--- src/rtl/write_message_validator_assert.svh ---
// Assertion macros shared by the validator modules.
// Each macro expects signals named clk and rst_n in the enclosing module.
`ifndef WRITE_MESSAGE_VALIDATOR_ASSERT_SVH
`define WRITE_MESSAGE_VALIDATOR_ASSERT_SVH

`ifndef SYNTH

// Same-cycle implication
`define WMV_ASSERT_IMP(lbl, ante, cons, msg) \
  lbl: assert property (@(posedge clk) disable iff (!rst_n) (ante) |-> (cons)) \
    else $error(msg);

// Next-cycle implication
`define WMV_ASSERT_NEXT(lbl, ante, cons, msg) \
  lbl: assert property (@(posedge clk) disable iff (!rst_n) (ante) |=> (cons)) \
    else $error(msg);

`else

`define WMV_ASSERT_IMP(lbl, ante, cons, msg)
`define WMV_ASSERT_NEXT(lbl, ante, cons, msg)

`endif

`endif

--- src/rtl/wmv_pkg.sv ---
package wmv_pkg;

  // Outcome of a finished message
  typedef enum logic [2:0] {
    KIND_MISMATCH,
    KIND_ODD,
    KIND_RANGE,
    KIND_RAM,
    KIND_FLASH
  } kind_t;

  // Dispatch actions
  localparam logic [2:0] ACT_REJECT      = 3'd0;
  localparam logic [2:0] ACT_RAM_COPY    = 3'd1;
  localparam logic [2:0] ACT_RAM_EXEC    = 3'd2;
  localparam logic [2:0] ACT_FLASH_WRITE = 3'd3;
  localparam logic [2:0] ACT_FLASH_ERASE = 3'd4;

  // Command codes that select the variant actions
  localparam logic [7:0] CMD_EXEC  = 8'h80;
  localparam logic [7:0] CMD_ERASE = 8'h44;

  // Reply bytes
  localparam logic [7:0] RESP_HDR0     = 8'h6D;
  localparam logic [7:0] RESP_HDR1     = 8'hF0;
  localparam logic [7:0] RESP_HDR2     = 8'h10;
  localparam logic [7:0] RESP_FAIL     = 8'h7F;
  localparam logic [7:0] RESP_OK       = 8'h76;
  localparam logic [7:0] RESP_WRITE    = 8'h36;
  localparam logic [7:0] RESP_ODD      = 8'hFF;
  localparam logic [7:0] RESP_RANGE    = 8'hEE;
  localparam logic [7:0] RESP_ZERO     = 8'h00;

  // Run lengths per outcome
  localparam logic [3:0] RUN_MISMATCH = 4'd11;
  localparam logic [3:0] RUN_FAIL     = 4'd7;
  localparam logic [3:0] RUN_RAM      = 4'd4;
  localparam logic [3:0] RUN_FLASH    = 4'd1;

  // Configuration register indexes
  localparam logic [1:0] CFG_RAM_LOW    = 2'd0;
  localparam logic [1:0] CFG_RAM_HIGH   = 2'd1;
  localparam logic [1:0] CFG_FLASH_LOW  = 2'd2;
  localparam logic [1:0] CFG_FLASH_HIGH = 2'd3;

  // Address windows
  typedef struct packed {
    logic [23:0] ram_low;
    logic [23:0] ram_high;
    logic [23:0] flash_low;
    logic [23:0] flash_high;
  } window_t;

  // Verdict handed from parser to reply sequencer
  typedef struct packed {
    kind_t       kind;
    logic [2:0]  action;
    logic [23:0] start;
    logic [15:0] length;
    logic [15:0] sum;
    logic [15:0] expected;
  } verdict_t;

endpackage

--- src/rtl/write_message_validator.sv ---
// Channel   Direction  Handshake              Payload
// in_       input      in_valid / in_ready    msg_byte, msg_first
// out_      output     out_valid / out_ready  resp_byte, resp_valid, resp_last, action,
//                                             dest_start, dest_length
// cfg_      input      cfg_valid / cfg_ready  cfg_index, cfg_data
//
// One message byte is taken per cycle; the parser updates its state in the same cycle.
// The last checksum byte loads a verdict register; its run of 1 to 11 replies leaves
// the reply sequencer one per cycle while out_ready is high, and the next verdict
// waits behind it. Input stalls only when a second verdict is ready while the first
// run is still out. Reset (rst_n low, synchronous) clears position, captures and both
// valid flags and restores the window registers. cfg_ready is always high.
module write_message_validator import wmv_pkg::*; #(
  parameter logic [15:0] MAX_LEN = 16'd4096
) (
  input  logic        clk,
  input  logic        rst_n,
  input  logic        in_valid,
  output logic        in_ready,
  input  logic [7:0]  in_msg_byte,
  input  logic        in_msg_first,
  output logic        out_valid,
  input  logic        out_ready,
  output logic [7:0]  out_resp_byte,
  output logic        out_resp_valid,
  output logic        out_resp_last,
  output logic [2:0]  out_action,
  output logic [23:0] out_dest_start,
  output logic [15:0] out_dest_length,
  input  logic        cfg_valid,
  output logic        cfg_ready,
  input  logic [1:0]  cfg_index,
  input  logic [23:0] cfg_data
);

  window_t  win_r;
  logic     vrd_valid, vrd_take;
  verdict_t vrd;

  assign cfg_ready = 1'b1;

  // Window registers
  always_ff @(posedge clk) begin
    if (!rst_n) begin
      win_r.ram_low    <= 24'hFF8000;
      win_r.ram_high   <= 24'hFFCDFF;
      win_r.flash_low  <= 24'h008000;
      win_r.flash_high <= 24'h020000;
    end else if (cfg_valid) begin
      unique case (cfg_index)
        CFG_RAM_LOW:    win_r.ram_low    <= cfg_data;
        CFG_RAM_HIGH:   win_r.ram_high   <= cfg_data;
        CFG_FLASH_LOW:  win_r.flash_low  <= cfg_data;
        CFG_FLASH_HIGH: win_r.flash_high <= cfg_data;
        default: ;
      endcase
    end
  end

  wmv_parse #(
    .MAX_LEN(MAX_LEN)
  ) u_parse (
    .clk          (clk),
    .rst_n        (rst_n),
    .in_valid     (in_valid),
    .in_ready     (in_ready),
    .in_msg_byte  (in_msg_byte),
    .in_msg_first (in_msg_first),
    .win          (win_r),
    .vrd_valid    (vrd_valid),
    .vrd          (vrd),
    .vrd_take     (vrd_take)
  );

  wmv_emit u_emit (
    .clk             (clk),
    .rst_n           (rst_n),
    .vrd_valid       (vrd_valid),
    .vrd             (vrd),
    .vrd_take        (vrd_take),
    .out_valid       (out_valid),
    .out_ready       (out_ready),
    .out_resp_byte   (out_resp_byte),
    .out_resp_valid  (out_resp_valid),
    .out_resp_last   (out_resp_last),
    .out_action      (out_action),
    .out_dest_start  (out_dest_start),
    .out_dest_length (out_dest_length)
  );

endmodule

--- src/rtl/wmv_parse.sv ---
module wmv_parse import wmv_pkg::*; #(
  parameter logic [15:0] MAX_LEN = 16'd4096
) (
  input  logic        clk,
  input  logic        rst_n,
  input  logic        in_valid,
  output logic        in_ready,
  input  logic [7:0]  in_msg_byte,
  input  logic        in_msg_first,
  input  window_t     win,
  output logic        vrd_valid,
  output verdict_t    vrd,
  input  logic        vrd_take
);

`include "write_message_validator_assert.svh"

  logic [16:0] pos_r;
  logic [7:0]  cmd_r;
  logic [15:0] len_r;
  logic [23:0] start_r;
  logic [15:0] sum_r;
  logic [7:0]  exph_r;
  logic [24:0] end_r;
  logic        vld_r;
  verdict_t    vrd_r;

  logic        accept;
  logic [16:0] pos_eff;
  logic [15:0] sum_eff;
  logic [16:0] lim10, lim11, lim12;
  logic        active, sum_en, final_byte, len_ok, ram_ok, flash_ok;
  logic [15:0] sum_nxt, expected;
  verdict_t    vrd_nxt;

  assign in_ready = !vld_r || vrd_take;
  assign accept   = in_valid && in_ready;

  // Restart position and sum on a first mark
  assign pos_eff = in_msg_first ? 17'd0 : pos_r;
  assign sum_eff = in_msg_first ? 16'd0 : sum_r;

  assign lim10 = {1'b0, len_r} + 17'd10;
  assign lim11 = {1'b0, len_r} + 17'd11;
  assign lim12 = {1'b0, len_r} + 17'd12;

  assign active     = pos_eff < lim12;
  assign sum_en     = (pos_eff >= 17'd4) && (pos_eff < lim10);
  assign final_byte = active && (pos_eff == lim11);
  assign sum_nxt    = sum_eff + (sum_en ? {8'd0, in_msg_byte} : 16'd0);
  assign expected   = {exph_r, in_msg_byte};

  // Window checks at the last checksum byte
  assign len_ok   = len_r <= MAX_LEN;
  assign ram_ok   = len_ok && (start_r >= win.ram_low) && (end_r <= {1'b0, win.ram_high});
  assign flash_ok = len_ok && (start_r >= win.flash_low)
                    && (end_r <= {1'b0, win.flash_high});

  always_comb begin
    vrd_nxt.sum      = sum_eff;
    vrd_nxt.expected = expected;
    vrd_nxt.length   = len_r;
    vrd_nxt.start    = start_r;
    vrd_nxt.action   = ACT_REJECT;
    if (sum_eff != expected) begin
      vrd_nxt.kind = KIND_MISMATCH;
    end else if (start_r[0]) begin
      vrd_nxt.kind = KIND_ODD;
    end else if (ram_ok) begin
      vrd_nxt.kind   = KIND_RAM;
      vrd_nxt.action = (cmd_r == CMD_EXEC) ? ACT_RAM_EXEC : ACT_RAM_COPY;
    end else if (flash_ok) begin
      vrd_nxt.kind   = KIND_FLASH;
      vrd_nxt.action = (cmd_r == CMD_ERASE) ? ACT_FLASH_ERASE : ACT_FLASH_WRITE;
    end else begin
      vrd_nxt.kind = KIND_RANGE;
    end
  end

  // Message state
  always_ff @(posedge clk) begin
    if (!rst_n) begin
      pos_r   <= '0;
      cmd_r   <= '0;
      len_r   <= '0;
      start_r <= '0;
      sum_r   <= '0;
      exph_r  <= '0;
    end else if (accept && active) begin
      pos_r <= pos_eff + 17'd1;
      sum_r <= sum_nxt;
      case (pos_eff)
        17'd4:   cmd_r          <= in_msg_byte;
        17'd5:   len_r[15:8]    <= in_msg_byte;
        17'd6:   len_r[7:0]     <= in_msg_byte;
        17'd7:   start_r[23:16] <= in_msg_byte;
        17'd8:   start_r[15:8]  <= in_msg_byte;
        17'd9:   start_r[7:0]   <= in_msg_byte;
        default: ;
      endcase
      if (pos_eff == lim10) begin
        exph_r <= in_msg_byte;
      end
    end
  end

  // End address, settled before the last checksum byte
  always_ff @(posedge clk) begin
    end_r <= {1'b0, start_r} + {9'd0, len_r};
  end

  // Verdict register
  always_ff @(posedge clk) begin
    if (!rst_n) begin
      vld_r <= 1'b0;
    end else if (accept && final_byte) begin
      vld_r <= 1'b1;
    end else if (vrd_take) begin
      vld_r <= 1'b0;
    end
  end

  always_ff @(posedge clk) begin
    if (accept && final_byte) begin
      vrd_r <= vrd_nxt;
    end
  end

  assign vrd_valid = vld_r;
  assign vrd       = vrd_r;

  `WMV_ASSERT_NEXT(a_vrd_hold, vld_r && !vrd_take, vld_r, "verdict dropped before taken")

endmodule

--- src/rtl/wmv_emit.sv ---
module wmv_emit import wmv_pkg::*; (
  input  logic        clk,
  input  logic        rst_n,
  input  logic        vrd_valid,
  input  verdict_t    vrd,
  output logic        vrd_take,
  output logic        out_valid,
  input  logic        out_ready,
  output logic [7:0]  out_resp_byte,
  output logic        out_resp_valid,
  output logic        out_resp_last,
  output logic [2:0]  out_action,
  output logic [23:0] out_dest_start,
  output logic [15:0] out_dest_length
);

`include "write_message_validator_assert.svh"

  logic       busy_r;
  logic [3:0] idx_r;
  verdict_t   run_r;

  logic [3:0] run_len;
  logic       last, advance;

  always_comb begin
    case (run_r.kind)
      KIND_MISMATCH: run_len = RUN_MISMATCH;
      KIND_RAM:      run_len = RUN_RAM;
      KIND_FLASH:    run_len = RUN_FLASH;
      default:       run_len = RUN_FAIL;
    endcase
  end

  assign last     = idx_r == (run_len - 4'd1);
  assign advance  = busy_r && out_ready;
  assign vrd_take = vrd_valid && (!busy_r || (advance && last));

  // Run sequencer
  always_ff @(posedge clk) begin
    if (!rst_n) begin
      busy_r <= 1'b0;
      idx_r  <= '0;
    end else if (vrd_take) begin
      busy_r <= 1'b1;
      idx_r  <= '0;
    end else if (advance) begin
      if (last) begin
        busy_r <= 1'b0;
        idx_r  <= '0;
      end else begin
        idx_r <= idx_r + 4'd1;
      end
    end
  end

  always_ff @(posedge clk) begin
    if (vrd_take) begin
      run_r <= vrd;
    end
  end

  // Reply byte for the current position
  always_comb begin
    out_resp_byte = RESP_ZERO;
    if (run_r.kind != KIND_FLASH) begin
      case (idx_r)
        4'd0: out_resp_byte = RESP_HDR0;
        4'd1: out_resp_byte = RESP_HDR1;
        4'd2: out_resp_byte = RESP_HDR2;
        4'd3: out_resp_byte = (run_r.kind == KIND_RAM) ? RESP_OK : RESP_FAIL;
        4'd4: out_resp_byte = RESP_WRITE;
        4'd5: begin
          if (run_r.kind == KIND_MISMATCH) out_resp_byte = run_r.sum[15:8];
          else if (run_r.kind == KIND_ODD) out_resp_byte = RESP_ODD;
          else out_resp_byte = RESP_RANGE;
        end
        4'd6: out_resp_byte = (run_r.kind == KIND_MISMATCH) ? run_r.sum[7:0] : RESP_ZERO;
        4'd7: out_resp_byte = run_r.expected[15:8];
        4'd8: out_resp_byte = run_r.expected[7:0];
        4'd9: out_resp_byte = run_r.length[15:8];
        4'd10: out_resp_byte = run_r.length[7:0];
        default: out_resp_byte = RESP_ZERO;
      endcase
    end
  end

  assign out_valid       = busy_r;
  assign out_resp_valid  = run_r.kind != KIND_FLASH;
  assign out_resp_last   = last;
  assign out_action      = run_r.action;
  assign out_dest_start  = (run_r.action != ACT_REJECT) ? run_r.start : 24'd0;
  assign out_dest_length = (run_r.action != ACT_REJECT) ? run_r.length : 16'd0;

  `WMV_ASSERT_IMP(a_idx_range, busy_r, idx_r < run_len, "run index past run length")
  `WMV_ASSERT_NEXT(a_run_step, busy_r && out_ready && !last && !vrd_take,
                   busy_r && (idx_r == $past(idx_r) + 4'd1), "run did not advance")

endmodule
--- config.mk ---
export PLATFORM = sky130hd
export DESIGN_NAME = write_message_validator
export DESIGN_NICKNAME = d
export VERILOG_FILES = /design/src/rtl/wmv_pkg.sv /design/src/rtl/write_message_validator.sv /design/src/rtl/wmv_parse.sv /design/src/rtl/wmv_emit.sv
export VERILOG_INCLUDE_DIRS = /design/src /design/src/rtl
export SDC_FILE = /design/constraint.sdc
export NUM_CORES = 1
export LEC_CHECK = 0
export BUFFER_PORTS_ARGS = -buffer_cell sky130_fd_sc_hd__buf_4
export CAP_MARGIN = 20
export CORE_MARGIN = 10
export CORE_UTILIZATION = 50
export DETAILED_ROUTE_END_ITERATION = 12
export GPL_ROUTABILITY_DRIVEN = 0
export GPL_TIMING_DRIVEN = 0
export PLACE_DENSITY_LB_ADDON = 0.12
export SYNTH_ARGS = -nofsm -noshare
export SYNTH_HDL_FRONTEND = slang
export SYNTH_SLANG_ARGS = --single-unit
--- constraint.sdc ---
create_clock -name clk -period 7.9 [get_ports clk]
set_input_delay 0.395 -clock clk [delete_from_list [all_inputs] [get_ports clk]]
set_output_delay 0.395 -clock clk [all_outputs]
set_load 0.01 [all_outputs]
==> results_dict.tcl, run 1 <==
set metrics [dict create \
    synth-edff-count 156 \
    cp-end-kind "register" \
    setup_viol_count_final 0 \
    worst_ep_required_time_ns 8.30 \
    cts_buffers 41 \
    holdPathStages 1 \
    power_mw 4.14 \
    ys_top_cells_by_area "edfxtp_1 (24%), dfxtp_1 (22%), ha_1 (11%)" \
    synth_commonest_cells "nand2_1 (251), dfxtp_1 (216), ha_1 (167)" \
    grt_usage_pct 22.5 \
    drive_gt1_share_pct 8.43 \
    sequentialPowerShare_pct 48.7 \
    p_leak_nw 8.46 \
    grt_max_degree 74 \
    reg2regPathDepth 25 \
    drt_iter0_markers 1286 \
    initial_core_util_pct 50.4 \
    cts_sinks 372 \
    finalCritPeriodShare_pct 83.7 \
    crit_type "input pin to register" \
    diodes 0 \
    setup_ws_ns 1.29 \
    ys_ff_latch 372 \
    final_util_pct 57.6 \
    coreArea_mm2 0.0385 \
    power_frac_clock_pct 46.9 \
    clockBufferDepth 3 \
    drtPass1Iterations 6 \
    power_frac_comb_pct 4.5 \
    swShare_pct 22.0 \
    maxCapViolations 0 \
    netlist_instances 2013 \
    syn-cell-area_mm2 0.0194 \
    grt_overflow 0 \
    worst_pin_slew_ns 1.07 \
    outcome "complete, no violations" \
    pin_count 96 \
    die_x_um 217 \
    cts_setup_buffers 0 \
    p_sw_mw 0.910 \
    grt_first_pass_wirelength_um 83700 \
    pre_cts_ws_ns 0.848 \
    drc_errors 0 \
    first_global_vias 14685 \
    hold_viol 0 \
    clk_pin_slew_ns 0.06 \
    ir_worst_vdd_uv 136 \
    htree_num_levels 2 \
    port_buffers 91 \
    hold_buffers 0 \
    seq_area_frac_synth_pct 46.5 \
    p_per_area_mw_per_mm2 187 \
    crit_family "buffers and inverters" \
    drt-wirelength-per-cell_um 20.1 \
    skew_ns 0.0213 \
    ys_types 75 \
    cts_resized 0 \
    critPathMostFrequentCell "clkbuf_1" \
    critPathMaxFanout 10 \
    yosysMostFrequentCell "nand2_1" \
    timing.setup.tns_ns 0 \
    cpPeakStageDelay_ns 0.58 \
    clock_latency_ns 0.55 \
    slew_violations 0 \
    final_antenna_net_count 0 \
    hold_path_class "input pin to register" \
    period_minus_slack_ns 6.61 \
    fmax_mhz 151 \
    rrSetupSlack_ns 1.67 \
    viasPerCell 5.69 \
    antenna_found_initial 1 \
    cp-start-kind "input pin" \
    die-area_mm2 0.0470 \
    area_delta_synth_final_pct 14.4 \
    slew_headroom_pct 28.7 \
    hold_slack_ns 0.0488 \
    cts_tree "yes" \
    fp-row-count 72 \
    die_h_um 217 \
    synth_ff_type "dfxtp_1" \
    critical_path_depth 27 \
    crit_slowest_cell "buf_1" \
    async_flop_share_pct 0 \
    fin_nets 2360 \
    rsz0062_at_grt "no" \
    cp_num_buf_inv 7 \
    yosysWarnings 0 \
    synth.largest_area_cell "edfxtp_1" \
    cp_data_arrival_time_ns 7.01 \
    root_buffer "clkbuf_16" \
    synth.top_cell.area_share_pct 24.2 \
    synthesis.nets 2222 \
    syn_area_per_cell_um2 9.62 \
    drt-total-wl_um 54300 \
    vias 15363 \
    dp_hpwl_um 41100 \
    power.internal_mw 3.23 \
]
-- path summary, 6_finish.rpt --
kind                          from                 to
hold reg to reg     u_parse.vrd[6]    u_emit.run_r[6]
setup reg to reg  u_parse.len_r[3]  u_parse.sum_r[12]
setup / recovery      in_msg_first  u_parse.sum_r[12]
hold / removal      in_msg_byte[3]     u_parse.vrd[3]
-- metrics by stage --
| step | area [um2] | std cells |
|---|---|---|
| global route | 22200 | 2701 |
| CTS | 22200 | 2701 |
| detailed placement | 20800 | 2626 |
| floorplan | 19400 | 2013 |
| finish | 22200 | 2701 |
| global placement | 20700 | 2622 |
-- logic make-up (layout without fill, tap and decap cells) --
family	count (synthesis)	after routing	share of synthesized area (%)
adders and majority gates	169	169	11.0
AOI/OAI and AO/OA	429	429	14.0
buffers and inverters	226	396	4.47
DFF	372	372	46.5
other	1	1	0.0194
muxes	48	48	2.48
and+or+nand+nor	682	682	17.6
xor gates and xnor gates	86	86	3.89
-- flip-flops by register name, summed over array words and instances (netlist names), 8 cells and up --
| register | cells |
|---|---|
| u_parse.vrd | 78 |
| u_parse.end_r | 25 |
| u_parse.len_r | 16 |
| u_emit.run_r | 75 |
| win_r | 96 |
| u_parse.exph_r | 8 |
| u_parse.start_r | 24 |
| u_parse.cmd_r | 8 |
| u_parse.pos_r | 17 |
| u_parse.sum_r | 16 |
-- area by class of cell --
class                           instances  area [um2]
Buffer                                104         408
Clock buffer                           55        1160
Clock inverter                         20         218
Fill cell                            3386       16300
Inverter                              122         460
Multi-Input combinational cell       1415        9510
Sequential cell                       372        9010
Tap cell                              518         648
Timing Repair Buffer                   95         754
-- worst reg2reg max path: stages (launching register included) --
cell and delay, ns:
dfxtp_1 0.48, clkbuf_1 0.39, inv_1 0.20, ha_1 0.26, a21oi_1 0.45, nor3_1 0.21, xnor2_1 0.17, ha_1 0.31
nand4_1 0.15, a21oi_1 0.08, a211oi_1 0.24, nor2_1 0.07, a211oi_1 0.38, o221a_2 0.39, and2_1 0.16, ha_1 0.19
inv_1 0.06, fa_1 0.40, nor2b_1 0.12, o21ai_0 0.10, a21o_1 0.19, a211oi_1 0.48, and3_1 0.27, o21ai_1 0.07
a22oi_1 0.20, nor2_1 0.06
-- power groups by stage --
stage	Clock, mW	Combinational (mW)	Sequential [mW]
6_report	1.94	0.185	2.02
5_1_grt	2.05	0.203	2.02
4_1_cts	1.97	0.183	2.02
3_5_place_dp	0	0.182	2.06
3_3_place_gp	0	0.178	2.06
2_1_floorplan	0	0.105	2.05
-- layout by cell type (no fill, tap or decap), types with 10 or more instances in the layout --
cell	Yosys	routed
nand2_1	251	251
dfxtp_1	216	216
ha_1	167	167
edfxtp_1	156	156
a21oi_1	151	151
nor2_1	139	139
inv_1	122	121
clkbuf_1	91	99
buf_4	4	95
nor2b_1	83	83
xnor2_1	65	65
o21ai_0	52	52
mux2i_1	48	48
clkbuf_16	0	43
o211ai_1	39	39
nand3_1	35	35
a21o_1	33	33
nand4_1	29	29
nor3_1	28	28
a211oi_1	23	23
o21ai_1	22	22
a31oi_1	22	22
xor2_1	21	21
and3_1	18	18
nor4_1	16	16
and2_1	15	15
nand3b_1	13	13
o21a_1	11	11
or3_1	10	10
-- layer usage --
layer | track usage, % | wire, um
met5 | 0 | 12
met4 | 6.41 | 1330
met3 | 3.29 | 3650
met2 | 35.2 | 24000
met1 | 31.8 | 25300
(Power assumes the default switching activity.)
==> run 2: changes to the inputs <==
Clock period 7.9 ns to 6.5 ns, I/O delays scaled along.
==> run 2 against run 1 <==
Compared with the run above:
- final area rose by 0.27%
- largest cell class unchanged
- final cell count is 0.19% higher
- hold slack worse by 0.020 ns
- count of clock-buffer cells in the layout stayed put
- global-route usage about the same
- first-iteration DRC count increased by 8.1%
- total power grew 22%
- critical endpoint unchanged
- sequential power up 21%
==> results_dict.tcl, run 2 (synthesis results as in run 1) <==
set metrics [dict create \
    outcome "complete, no violations" \
    slew_headroom_pct 28.9 \
    grt_overflow 0 \
    drc_errors 0 \
    slew_violations 0 \
    grt_usage_pct 22.5 \
    cp-start-kind "register" \
    clk_pin_slew_ns 0.06 \
    power_frac_clock_pct 46.9 \
    cts_sinks 372 \
    period_minus_slack_ns 6.02 \
    cp_data_arrival_time_ns 6.42 \
    worst_pin_slew_ns 1.06 \
    drt_iter0_markers 1390 \
    first_global_vias 14720 \
    rsz0062_at_grt "no" \
    viasPerCell 5.67 \
    clock_latency_ns 0.55 \
    regMostFlops "win_r" \
    finalCritPeriodShare_pct 92.6 \
    met2_usage_pct 35.3 \
    port_buffers 91 \
    sequentialPowerShare_pct 48.6 \
    root_buffer "clkbuf_16" \
    fmax_mhz 166 \
    final_util_pct 57.8 \
    hold_viol 0 \
    swShare_pct 22.0 \
    use_met1_pct 31.8 \
    drive_gt1_share_pct 8.55 \
    grt_first_pass_wirelength_um 83800 \
    p_leak_nw 8.49 \
    cp-end-kind "register" \
    die-area_mm2 0.0470 \
    cts_setup_buffers 0 \
    initial_core_util_pct 50.4 \
    cts_tree "yes" \
    diodes 0 \
    skew_ns 0.0209 \
    clockBufferDepth 3 \
    fp-row-count 72 \
    pre_cts_ws_ns -0.482 \
    timing.setup.tns_ns 0 \
    die_h_um 217 \
    final_antenna_net_count 0 \
    fin_nets 2365 \
    antenna_found_initial 1 \
    drt-wirelength-per-cell_um 20.0 \
    vias 15334 \
    pin_count 96 \
    grt_max_degree 74 \
    worst_ep_required_time_ns 6.90 \
    ir_worst_vdd_uv 165 \
    setup_viol_count_final 0 \
    coreArea_mm2 0.0385 \
    final_common_cell "nand2_1" \
    p_sw_mw 1.11 \
    critPathMaxFanout 10 \
    area_delta_synth_final_pct 14.7 \
    power_frac_comb_pct 4.5 \
    p_per_area_mw_per_mm2 227 \
    grtUsageMet3_pct 3.30 \
    power.internal_mw 3.93 \
    cts_buffers 41 \
    die_x_um 217 \
    grt_busiest_layer "met2" \
    htree_num_levels 2 \
    crit_type "register to register" \
    maxCapViolations 0 \
    hold_path_class "input pin to register" \
    layout_common_cells "nand2_1 (251), dfxtp_1 (216), ha_1 (167), edfxtp_1 (156), a21oi_1 (151)" \
    nFillCells 3376 \
    drt-total-wl_um 54200 \
    setup_ws_ns 0.483 \
    largest_register_ffs 96 \
    dp_hpwl_um 41100 \
    drtPass1Iterations 5 \
]
## run 2: changes by cell type in the layout (fill, tap and decap cells not counted)
| cell | delta |
|---|---|
| buf_1 | -1 |
| dlygate4sd3_1 | +6 |
| clkbuf_2 | +3 |
| clkbuf_1 | -3 |
## run 2: worst paths after layout
| kind | start | to | slack, ns | depth (start not counted) |
|---|---|---|---|---|
| min | in_msg_byte[6] | u_parse.vrd[6] | 0.03 | 1 |
| max | u_parse.len_r[3] | u_parse.sum_r[12] | 0.48 | 25 |
| min reg2reg | u_parse.vrd[6] | u_emit.run_r[6] | 0.41 | 0 |
| max reg2reg | u_parse.len_r[3] | u_parse.sum_r[12] | 0.48 | 25 |
## run 2: final cells by class
cell class	count	area, um2	area share, %
Timing Repair Buffer	101	815	3.66
Inverter	122	460	2.07
Buffer	103	408	1.83
Tap cell	518	648	2.92
Multi-Input combinational cell	1415	9510	42.8
Sequential cell	372	9010	40.5
Clock buffer	55	1160	5.22
Clock inverter	20	218	0.979
## run 2: power groups by stage
stage	sequential [mW]	clock [mW]	combinational [mW]
6_report	2.45	2.36	0.227
5_1_grt	2.45	2.49	0.250
4_1_cts	2.45	2.39	0.225
3_5_place_dp	2.50	0	0.221
3_3_place_gp	2.50	0	0.216
2_1_floorplan	2.50	0	0.127
## run 2: worst max-delay path, stage by stage, from the launching register on
cell	delay, ns
dfxtp_1	0.47
clkbuf_2	0.28
inv_1	0.14
ha_1	0.24
a21oi_1	0.46
nor3_1	0.21
xnor2_1	0.17
ha_1	0.31
nand4_1	0.15
a21oi_1	0.07
a211oi_1	0.24
nor2_1	0.07
a211oi_1	0.38
o221a_2	0.39
and2_1	0.16
ha_1	0.19
inv_1	0.06
fa_1	0.40
nor2b_1	0.12
o21ai_0	0.10
a21o_1	0.19
a211oi_1	0.48
and3_1	0.26
o21ai_1	0.07
a22oi_1	0.20
nor2_1	0.05
## run 2: through the flow
stage / area [um2] / total power, mW / std cells / hold slack, ns
6_report: 22200 / 5.04 / 2706 / 0.0293
5_1_grt: 22200 / 5.19 / 2706 / 0.0131
4_1_cts: 22200 / 5.07 / 2707 / 0.0125
3_5_place_dp: 20800 / 2.72 / 2626 / 0.405
3_3_place_gp: 20700 / 2.72 / 2622 / 0.401
2_1_floorplan: 19400 / 2.62 / 2013 / 0.400
## run 2: repair_timing
action,CTS,global route
gates resized for setup,0,5
endpoints found under the hold margin,6,0
hold buffers,6,0
setup endpoints to repair,0,4
## run 2: per-layer routing
| metal | wire length, um | up-vias | part of all wire, % |
|---|---|---|---|
| met5 | 12 | - | 0.022 |
| met4 | 1230 | 2 | 2.3 |
| met3 | 3680 | 85 | 6.8 |
| met2 | 24100 | 493 | 44 |
| met1 | 25200 | 7311 | 46 |
| li1 | - | 7443 | - |
